File: src/sv/mandel_pkg.sv
`default_nettype none
// ----------------------------------------------------------------------------
// Mandelbrot pixel core package
// Q4.28 format constants, register indices, reset values, saturation and
// the 16-entry colour palette.
// ----------------------------------------------------------------------------
package mandel_pkg;

	localparam int FRAC_BITS = 28;

	typedef logic signed [31:0] q428_t;
	typedef logic [2:0]         reg_idx_t;
	typedef logic [23:0]        rgb_t;

	// register indices on the config port
	localparam reg_idx_t REG_MAX_ITER    = 3'd0;
	localparam reg_idx_t REG_REAL_ORIGIN = 3'd1;
	localparam reg_idx_t REG_REAL_STEP   = 3'd2;
	localparam reg_idx_t REG_IMAG_ORIGIN = 3'd3;
	localparam reg_idx_t REG_IMAG_STEP   = 3'd4;

	localparam logic [15:0] RST_MAX_ITER    = 16'd10000;
	localparam q428_t       RST_REAL_ORIGIN = -32'sd671088640;  // -2.5
	localparam q428_t       RST_REAL_STEP   = 32'sd918401;      // 3.5 / 1023
	localparam q428_t       RST_IMAG_ORIGIN = 32'sd268435456;   // 1.0
	localparam q428_t       RST_IMAG_STEP   = -32'sd699962;     // -2.0 / 767

	// |z|^2 escape bound, 4.0 in Q8.56
	localparam logic [63:0] ESCAPE_BOUND = 64'h0400_0000_0000_0000;

	// clamp a wide signed value to the Q4.28 range
	function automatic q428_t sat_q428(input logic signed [47:0] v);
		q428_t r;
		if (v > 48'sh0000_7FFF_FFFF) begin
			r = 32'sh7FFF_FFFF;
		end else if (v < -48'sh0000_8000_0000) begin
			r = -32'sh8000_0000;
		end else begin
			r = v[31:0];
		end
		return r;
	endfunction

	function automatic rgb_t palette(input logic [3:0] idx);
		rgb_t c;
		unique case (idx)
			4'd0:  c = {8'd66,  8'd30,  8'd15};
			4'd1:  c = {8'd25,  8'd7,   8'd26};
			4'd2:  c = {8'd9,   8'd1,   8'd47};
			4'd3:  c = {8'd4,   8'd4,   8'd73};
			4'd4:  c = {8'd0,   8'd7,   8'd100};
			4'd5:  c = {8'd12,  8'd44,  8'd138};
			4'd6:  c = {8'd24,  8'd82,  8'd177};
			4'd7:  c = {8'd57,  8'd125, 8'd209};
			4'd8:  c = {8'd134, 8'd181, 8'd229};
			4'd9:  c = {8'd211, 8'd236, 8'd248};
			4'd10: c = {8'd241, 8'd233, 8'd191};
			4'd11: c = {8'd248, 8'd201, 8'd95};
			4'd12: c = {8'd255, 8'd170, 8'd0};
			4'd13: c = {8'd204, 8'd128, 8'd0};
			4'd14: c = {8'd153, 8'd87,  8'd0};
			4'd15: c = {8'd106, 8'd52,  8'd3};
			default: c = '0;
		endcase
		return c;
	endfunction

endpackage
`default_nettype wire

File: src/sv/mandelbrot_escape_time_pixel_core.sv
`default_nettype none
// The time from input beat to result grows with the number of iterations
// until the point escapes or the limit is reached; output stalls add to it.
// The core works on one pixel at a time; each iteration runs in four steps on the
// single shared 32x32 multiplier (zr*zr, zi*zi, zr*zi, then the update).
// The next input beat is taken once the result sits in the output register.
// Reset (arst_n low, asynchronous) empties the core and loads the default view.
// ----------------------------------------------------------------------------
// Mandelbrot escape-time pixel core
// Maps a pixel to c in Q4.28, iterates z = z*z + c with one multiplier and
// returns the iteration count, in-set flag and palette colour.
// ----------------------------------------------------------------------------
module mandelbrot_escape_time_pixel_core (
	input  wire logic        clk,
	input  wire logic        arst_n,
	// config
	input  wire logic        cfg_wr_en,
	input  wire logic [2:0]  cfg_index,
	input  wire logic [31:0] cfg_wdata,
	// input channel
	input  wire logic        in_valid,
	output logic             in_stall,
	input  wire logic [9:0]  pixel_x,
	input  wire logic [9:0]  pixel_y,
	// output channel
	output logic             out_valid,
	input  wire logic        out_stall,
	output logic [9:0]       out_x,
	output logic [9:0]       out_y,
	output logic [15:0]      iteration_count,
	output logic             inside_set,
	output logic [7:0]       red,
	output logic [7:0]       green,
	output logic [7:0]       blue
);

	localparam logic [3:0] ST_IDLE = 4'd0;
	localparam logic [3:0] ST_CR   = 4'd1;  // px * real_step
	localparam logic [3:0] ST_CI   = 4'd2;  // cr, py * imag_step
	localparam logic [3:0] ST_CIM  = 4'd3;  // ci
	localparam logic [3:0] ST_RR   = 4'd4;  // limit test, zr*zr
	localparam logic [3:0] ST_II   = 4'd5;  // zi*zi
	localparam logic [3:0] ST_RI   = 4'd6;  // escape test, zr*zi
	localparam logic [3:0] ST_UPD  = 4'd7;  // new z
	localparam logic [3:0] ST_FIN  = 4'd8;  // hand result to output register

	logic [3:0]           state_q;
	logic [15:0]          max_iter_q;
	mandel_pkg::q428_t    real_origin_q, real_step_q, imag_origin_q, imag_step_q;
	logic [9:0]           px_q, py_q;
	mandel_pkg::q428_t    cr_q, ci_q, zr_q, zi_q;
	logic [15:0]          count_q;
	logic                 inside_q;
	logic signed [63:0]   prod_q, rr_q, diff_q;

	mandel_pkg::q428_t    mul_a, mul_b;
	logic signed [63:0]   mul_p;
	logic [63:0]          mag;
	logic signed [63:0]   diff_sh, prod_sh;
	logic                 in_beat, out_load;

	assign in_stall = (state_q != ST_IDLE);
	assign in_beat  = in_valid && !in_stall;
	assign out_load = (state_q == ST_FIN) && (!out_valid || !out_stall);

	// shared multiplier operand select
	always_comb begin
		mul_a = zr_q;
		mul_b = zr_q;
		unique case (state_q)
			ST_CR: begin
				mul_a = {22'd0, px_q};
				mul_b = real_step_q;
			end
			ST_CI: begin
				mul_a = {22'd0, py_q};
				mul_b = imag_step_q;
			end
			ST_II: begin
				mul_a = zi_q;
				mul_b = zi_q;
			end
			ST_RI: begin
				mul_a = zr_q;
				mul_b = zi_q;
			end
			default: begin
				mul_a = zr_q;
				mul_b = zr_q;
			end
		endcase
	end

	assign mul_p   = mul_a * mul_b;
	assign mag     = rr_q + prod_q;
	assign diff_sh = diff_q >>> mandel_pkg::FRAC_BITS;
	assign prod_sh = prod_q >>> (mandel_pkg::FRAC_BITS - 1);

	always_ff @(posedge clk or negedge arst_n) begin
		if (!arst_n) begin
			max_iter_q    <= mandel_pkg::RST_MAX_ITER;
			real_origin_q <= mandel_pkg::RST_REAL_ORIGIN;
			real_step_q   <= mandel_pkg::RST_REAL_STEP;
			imag_origin_q <= mandel_pkg::RST_IMAG_ORIGIN;
			imag_step_q   <= mandel_pkg::RST_IMAG_STEP;
		end else if (cfg_wr_en) begin
			unique case (cfg_index)
				mandel_pkg::REG_MAX_ITER:    max_iter_q    <= cfg_wdata[15:0];
				mandel_pkg::REG_REAL_ORIGIN: real_origin_q <= cfg_wdata;
				mandel_pkg::REG_REAL_STEP:   real_step_q   <= cfg_wdata;
				mandel_pkg::REG_IMAG_ORIGIN: imag_origin_q <= cfg_wdata;
				mandel_pkg::REG_IMAG_STEP:   imag_step_q   <= cfg_wdata;
				default: ;
			endcase
		end
	end

	always_ff @(posedge clk or negedge arst_n) begin
		if (!arst_n) begin
			state_q <= ST_IDLE;
		end else begin
			unique case (state_q)
				ST_IDLE: if (in_beat) state_q <= ST_CR;
				ST_CR:   state_q <= ST_CI;
				ST_CI:   state_q <= ST_CIM;
				ST_CIM:  state_q <= ST_RR;
				ST_RR:   state_q <= (count_q >= max_iter_q) ? ST_FIN : ST_II;
				ST_II:   state_q <= ST_RI;
				ST_RI:   state_q <= (mag > mandel_pkg::ESCAPE_BOUND) ? ST_FIN : ST_UPD;
				ST_UPD:  state_q <= ST_RR;
				ST_FIN:  if (out_load) state_q <= ST_IDLE;
				default: state_q <= ST_IDLE;
			endcase
		end
	end

	// datapath, no reset needed
	always_ff @(posedge clk) begin
		prod_q <= mul_p;
		unique case (state_q)
			ST_IDLE: begin
				if (in_beat) begin
					px_q    <= pixel_x;
					py_q    <= pixel_y;
					zr_q    <= '0;
					zi_q    <= '0;
					count_q <= '0;
				end
			end
			ST_CI: begin
				cr_q <= mandel_pkg::sat_q428({{16{real_origin_q[31]}}, real_origin_q}
					+ prod_q[47:0]);
			end
			ST_CIM: begin
				ci_q <= mandel_pkg::sat_q428({{16{imag_origin_q[31]}}, imag_origin_q}
					+ prod_q[47:0]);
			end
			ST_RR: begin
				inside_q <= 1'b1;
			end
			ST_II: begin
				rr_q <= prod_q;
			end
			ST_RI: begin
				diff_q   <= rr_q - prod_q;
				inside_q <= 1'b0;
			end
			ST_UPD: begin
				zr_q    <= mandel_pkg::sat_q428(diff_sh[47:0] + {{16{cr_q[31]}}, cr_q});
				zi_q    <= mandel_pkg::sat_q428(prod_sh[47:0] + {{16{ci_q[31]}}, ci_q});
				count_q <= count_q + 16'd1;
			end
			default: ;
		endcase
	end

	// output register
	always_ff @(posedge clk or negedge arst_n) begin
		if (!arst_n) begin
			out_valid <= 1'b0;
		end else if (out_load) begin
			out_valid <= 1'b1;
		end else if (!out_stall) begin
			out_valid <= 1'b0;
		end
	end

	always_ff @(posedge clk) begin
		if (out_load) begin
			out_x           <= px_q;
			out_y           <= py_q;
			iteration_count <= count_q;
			inside_set      <= inside_q;
			{red, green, blue} <= inside_q ? '0 : mandel_pkg::palette(count_q[3:0]);
		end
	end

`ifndef NO_ASSERTIONS
	a_beat_starts: assert property (@(posedge clk) disable iff (!arst_n)
		in_beat |=> state_q == ST_CR)
		else $error("accepted beat did not start setup");

	a_out_from_fin: assert property (@(posedge clk) disable iff (!arst_n)
		$rose(out_valid) |-> $past(state_q) == ST_FIN)
		else $error("result appeared without finishing a pixel");

	a_inside_black: assert property (@(posedge clk) disable iff (!arst_n)
		(out_valid && inside_set) |-> (red == 8'd0 && green == 8'd0 && blue == 8'd0))
		else $error("in-set pixel is not black");

	a_count_step: assert property (@(posedge clk) disable iff (!arst_n)
		(state_q == ST_UPD) |=> count_q == 16'($past(count_q) + 16'd1))
		else $error("iteration count did not advance by one");
`endif

endmodule
`default_nettype wire
File: config.mk
export PLATFORM = sky130hd
export DESIGN_NAME = mandelbrot_escape_time_pixel_core
export DESIGN_NICKNAME = d
export VERILOG_FILES = /design/src/sv/mandel_pkg.sv /design/src/sv/mandelbrot_escape_time_pixel_core.sv
export SDC_FILE = /design/constraint.sdc
export NUM_CORES = 2
export LEC_CHECK = 0
export ABC_AREA = 1
export BUFFER_PORTS_ARGS = -buffer_cell sky130_fd_sc_hd__buf_2
export CAP_MARGIN = 10
export CORE_MARGIN = 1.5
export CORE_UTILIZATION = 50
export CTS_CLUSTER_SIZE = 10
export DETAILED_ROUTE_END_ITERATION = 16
export PLACE_DENSITY = 0.68
export SYNTH_ARGS = -nofsm -noshare
export SYNTH_HDL_FRONTEND = slang
export SYNTH_SLANG_ARGS = --single-unit
File: constraint.sdc
create_clock -name clk -period 8.8 [get_ports clk]
set_clock_uncertainty 0.15 [all_clocks]
set_input_delay 0.44 -clock clk [delete_from_list [all_inputs] [get_ports clk]]
set_output_delay 0.44 -clock clk [all_outputs]
set_load 0.02 [all_outputs]
; Yosys cells after proc, flatten, opt, wreduce, memory -nomap -nowiden
; Memories as Yosys holds them, arrays and structs flattened. A register that Yosys moved wholly into a read port is not among the register bits.
; Index checks and enable logic that the tools add are counted.
[word_totals]
ff_bits = 543
latch_bits = 0
ramBits = 0
romBits = 384
input_bits = 60
output_inout_bits = 63
wordCells = 98
mem_count = 1
[mem_list]
columns = memory, words, word_bits, rd, rd_clocked_by_memory_dff, write_ports, line_no
row1 = (no name shown), 16, 24, 1, 1, 0, mandel_pkg.sv:46  ; unique case (idx)
[op_classes]
addsub = 7
n_mul = 1
div = 0
n_lt_le_gt_ge = 10
eq_ne = 15
shifts = 0
muxes = 21
n_bitwise = 0
n_reduce_logical = 21
[op_table]
columns = operator, count
row1 = $mux 32, 7
row2 = $pmux 32 s3, 2
row3 = $pmux 32 s2, 2
row4 = $add 48x48->48, 2
row5 = $gt 48x32->1 const B, 2
row6 = $lt 48x32->1 const B, 2
row7 = $add 64x64->64, 1
row8 = $gt 64x59->1 const B, 1
row9 = $mul 32x32->64, 1
row10 = $sub 64x64->64, 1
row11 = $add 37x32->38, 1
row12 = $gt 38x32->1 const B, 1
row13 = $lt 38x32->1 const B, 1
row14 = $add 36x32->37, 1
row15 = $gt 37x32->1 const B, 1
row16 = $lt 37x32->1 const B, 1
row17 = $pmux 16 s2, 1
row18 = $pmux 4 s8, 1
row19 = $add 16x1->16 const B, 1
row20 = $eq 4x3->1 const B, 4
row21 = $ge 16x16->1, 1
row22 = $mux 16, 1
row23 = $mux 4, 4
row24 = $reduce_and 2->1, 8
row25 = 18 further kinds, 27

; Longest topological paths before layout
[depth]
depth_word = 5
depth_mapped = 45
mapped_depth_nobuf = 42

; Worst setup path after synthesis
; OpenSTA, ideal clock, no wires.
[synth_timing]
path_kind = register to register
from = reg state_q[1]
to = reg prod_q[62]
setup_ns = 0.125
arrival_ns = 9.106
required_ns = 8.525
setup_slack_ns = -0.581
path_stages_with_launch = 33
n_path_buf = 2
period_less_slack_ns = 9.381
cell_sequence = dfrtp_1 > inv_1 > nand3_2 > nor2_4 > inv_2 > buf_2 > o22ai_2 > clkinv_1 > clkbuf_1 > nor2_1 > inv_1 > fa_1 > fa_1 > fa_1 > inv_1 > fa_1 > inv_1 > fa_1 > inv_1 > fa_1 > inv_1 > fa_1 > inv_1 > fa_1 > ha_1 > nand2_1 > nor2_1 > inv_1 > o221ai_1 > a31oi_1 > o21bai_1 > a31oi_1 > xor2_1
[synth_between]
elab_chain_cells = 4
word_cells_on_any_way = 8
classes_between = 1 x mul / 4 x eq/ne / 2 x mux / 1 x reduce/logical
[synth_lines]
columns = element, line_no
row1 = start: declaration, mandelbrot_escape_time_pixel_core.sv:47  ; logic [3:0] state_q;
row2 = start signal: assignment, mandelbrot_escape_time_pixel_core.sv:127  ; ST_RR: state_q <= (count_q >= max_iter_q) ? ST_FIN : ST_II;
row3 = start signal: assignment, mandelbrot_escape_time_pixel_core.sv:129  ; ST_RI: state_q <= (mag > mandel_pkg::ESCAPE_BOUND) ? ST_FIN : ST_UPD;
row4 = $eq 4x3->1, mandelbrot_escape_time_pixel_core.sv:70  ; unique case (state_q)
row5 = $reduce_or 2->1 (no source line), --
row6 = $pmux 32 s3, mandelbrot_escape_time_pixel_core.sv:70
row7 = $mul 32x32->64 (*), mandelbrot_escape_time_pixel_core.sv:94  ; assign mul_p = mul_a * mul_b;
row8 = net mul_p[62], mandelbrot_escape_time_pixel_core.sv:57  ; logic signed [63:0] mul_p;
row9 = end signal: assignment, mandelbrot_escape_time_pixel_core.sv:139  ; prod_q <= mul_p;
row10 = end: declaration, mandelbrot_escape_time_pixel_core.sv:54  ; logic signed [63:0] prod_q, rr_q, diff_q;
; The timed path passes the listed nets; every way through them passes the cells marked *.
; A chain may end at the register's enable or synchronous reset.

; Worst setup path after layout
[layout_timing]
from = reg state_q[2]
to = reg prod_q[63]
; The elaborated chain is that of the path after synthesis.

==> out/metrics.csv <==
metric,value,unit
period_share,99.7,%
clockRootBuffer,clkbuf_16,
groute.usage.overall,39.5,%
grt_max_degree,86,
finalSetupViolations,0,
boundaryPins,123,
start_util,50.3,%
layout_commonest_cell,nand2_1,
synth_cell_types,75,
rows,144,
core_area,0.154,sq mm
crit_path_frequent_cell,fa_1,
antenna_found_initial,16,
worstPathMaxFanout,10,
drtIter0Drc,7445,
vias,71200,
place_congestion,1.02,
grt_pass1_wl,455000,microns
max_stage_delay,0.63,ns
ys_ff_latch,539,
cp-start-kind,flip-flop,
fmax,114,MHz
clock-sinks,539,
antenna_left,0,
cts.reportedPaths.clkPinSlew,0.06,ns
cp.required,9.25,ns
drv_cap,0,
die_x,396,microns
synth-edff-count,326,
clk_path_buf_depth,3,
drcViolationCount,0,
vias_per_cell,5.67,
synthArstFlopShare,27.6,%
hold_viol,0,
ff2ff_path_depth,38,
worst_pin_slew,1.14,ns
n_fill_cell,14200,
die_h,396,microns
fin_crit,8.77,ns
first_pass_iters,6,
crit_type,flip-flop to flip-flop,
dieArea,0.157,sq mm
setup_tns,0,ns
drive_above_1_share,12.9,%
rsz0062_at_grt,yes,
top_regs,"prod_q: 64 flops, rr_q: 64 flops, diff_q: 36 flops",
mappedNetlistArea,0.0773,sq mm
dp_hpwl,265000,microns
worst_hold_path.num_cells,3,
area_growth,15.7,%
cpMaxStageDelayCell,fa_1,
final_nets,12100,
drt_wl_total,315000,microns
cts_tree,done,
ys_seq_area_share,19.2,%
outcome,finished clean,
synthCells,9833,
cts_buffers,67,
ys.flop_type,edfxtp_1,
hold_path_class,primary input to flip-flop,
clock_insertion_delay_worst_skew,0.69,ns
yosys_warnings,0,
final_cell_mix,"nand2_1 (2059), inv_1 (1936), nor2_1 (1192)",
cp.arrival,9.23,ns
syn_nets,11500,
avgRoutedWirePerCell,25.1,microns
slew_viol_final,0,
slew_headroom,24.1,%
cts_max_level,3,
portBuffers,122,
overflow,0,
grt_pass1_vias,70700,
synth_area_per_cell,7.86,sq um
cp-end-kind,flip-flop,
per-stage QoR:
step / area, sq um / hold WS (ns) / setup WS [ns] / util (%) / cells
after floorplan: 77600 / -0.00559 / 0.00333 / - / 9833
after detailed placement: 85300 / 0.287 / -0.195 / 55.4 / 12400
after CTS: 87700 / 0.0199 / 0.00456 / 57.0 / 12500
after global routing: 89500 / 0.0592 / -0.269 / 58.2 / 12600
final: 89500 / 0.0649 / 0.0270 / 58.2 / 12600
after global placement: 85300 / 0.297 / -0.127 / 55.4 / 12400
cells in the mapped netlist (64+ instances only):
library cell	n	area (sq um)
dfxtp_1	64	1280
nand4_1	75	469
nand2_1	2076	7790
xor2_1	188	1650
xnor2_1	92	806
clkbuf_1	102	383
nor2_1	1249	4690
dfrtp_1	111	2780
inv_1	1962	7360
fa_1	1087	21800
a21oi_1	486	2430
ha_1	505	6320
edfxtp_1	326	9790
buf_2	143	716
nand3_1	248	1240
a31oi_1	79	494
o21ai_0	410	2050
nor3_1	68	340
area by class of cell:
| cell class | instances | area [sq um] | area share [%] |
|---|---|---|---|
| clock inverters | 14 | 245 | 0.274 |
| inverters | 2012 | 7630 | 8.52 |
| flip-flops and latches | 539 | 14800 | 16.6 |
| diodes | 6 | 15.0 | 0.0168 |
| clock buffers | 105 | 1870 | 2.09 |
| well taps | 2044 | 2560 | 2.86 |
| repair buffers | 844 | 7540 | 8.42 |
| multi-input cells | 6995 | 54800 | 61.2 |
logic make-up after synthesis:
group                      share of synthesized area (%)
and+or+nand+nor                                     20.0
buffers and inverters                               11.6
adders and majority gates                           36.3
AOI/OAI and AO/OA                                   9.62
DFF                                                 19.2
xor gates and xnor gates                            3.19
final timing paths:
path                                    from                end  slack [ns]
worst min register to register       py_q[6]           out_y[6]        0.30
worst max register to register    state_q[2]         prod_q[63]        0.03
max in group asynchronous             arst_n  imag_origin_q[22]        6.62
worst min-delay path            cfg_wdata[0]   real_origin_q[0]        0.06
min in group asynchronous             arst_n     imag_step_q[5]        0.22
worst max-delay path              state_q[2]         prod_q[63]        0.03
critical path, delay by kind of cell, from the launching register on:
| kind | cells | cell delay [ns] |
|---|---|---|
| fa+ha+maj | 9 | 4.45 |
| buf+inv | 12 | 1.36 |
| compound gates | 6 | 1.10 |
| simple gates | 10 | 1.08 |
| flops | 1 | 0.41 |
| xor+xnor | 1 | 0.14 |
timing repair:
| action | in CTS | in global routing |
|---|---|---|
| pin swaps | 1 | 63 |
| hold endpoints to repair | 73 | 0 |
| cloned | 0 | 10 |
| gates resized for setup | 24 | 294 |
| buffers inserted | 0 | 44 |
| hold buffers | 23 | 0 |
| endpoints found under the setup margin | 19 | 31 |
layer usage:
metal / track usage (%) / vias up / wire length, microns
met2: 58.2 / 3754 / 134000
met3: 10.1 / 649 / 35300
li1: - / 31600 / -
met1: 56.2 / 35300 / 133000
met4: 14.0 / 10 / 13500
met5: 0 / - / 68
Power is not shown: default switching activity piles up to over one toggle a cycle in this logic, so the estimate is an artifact.
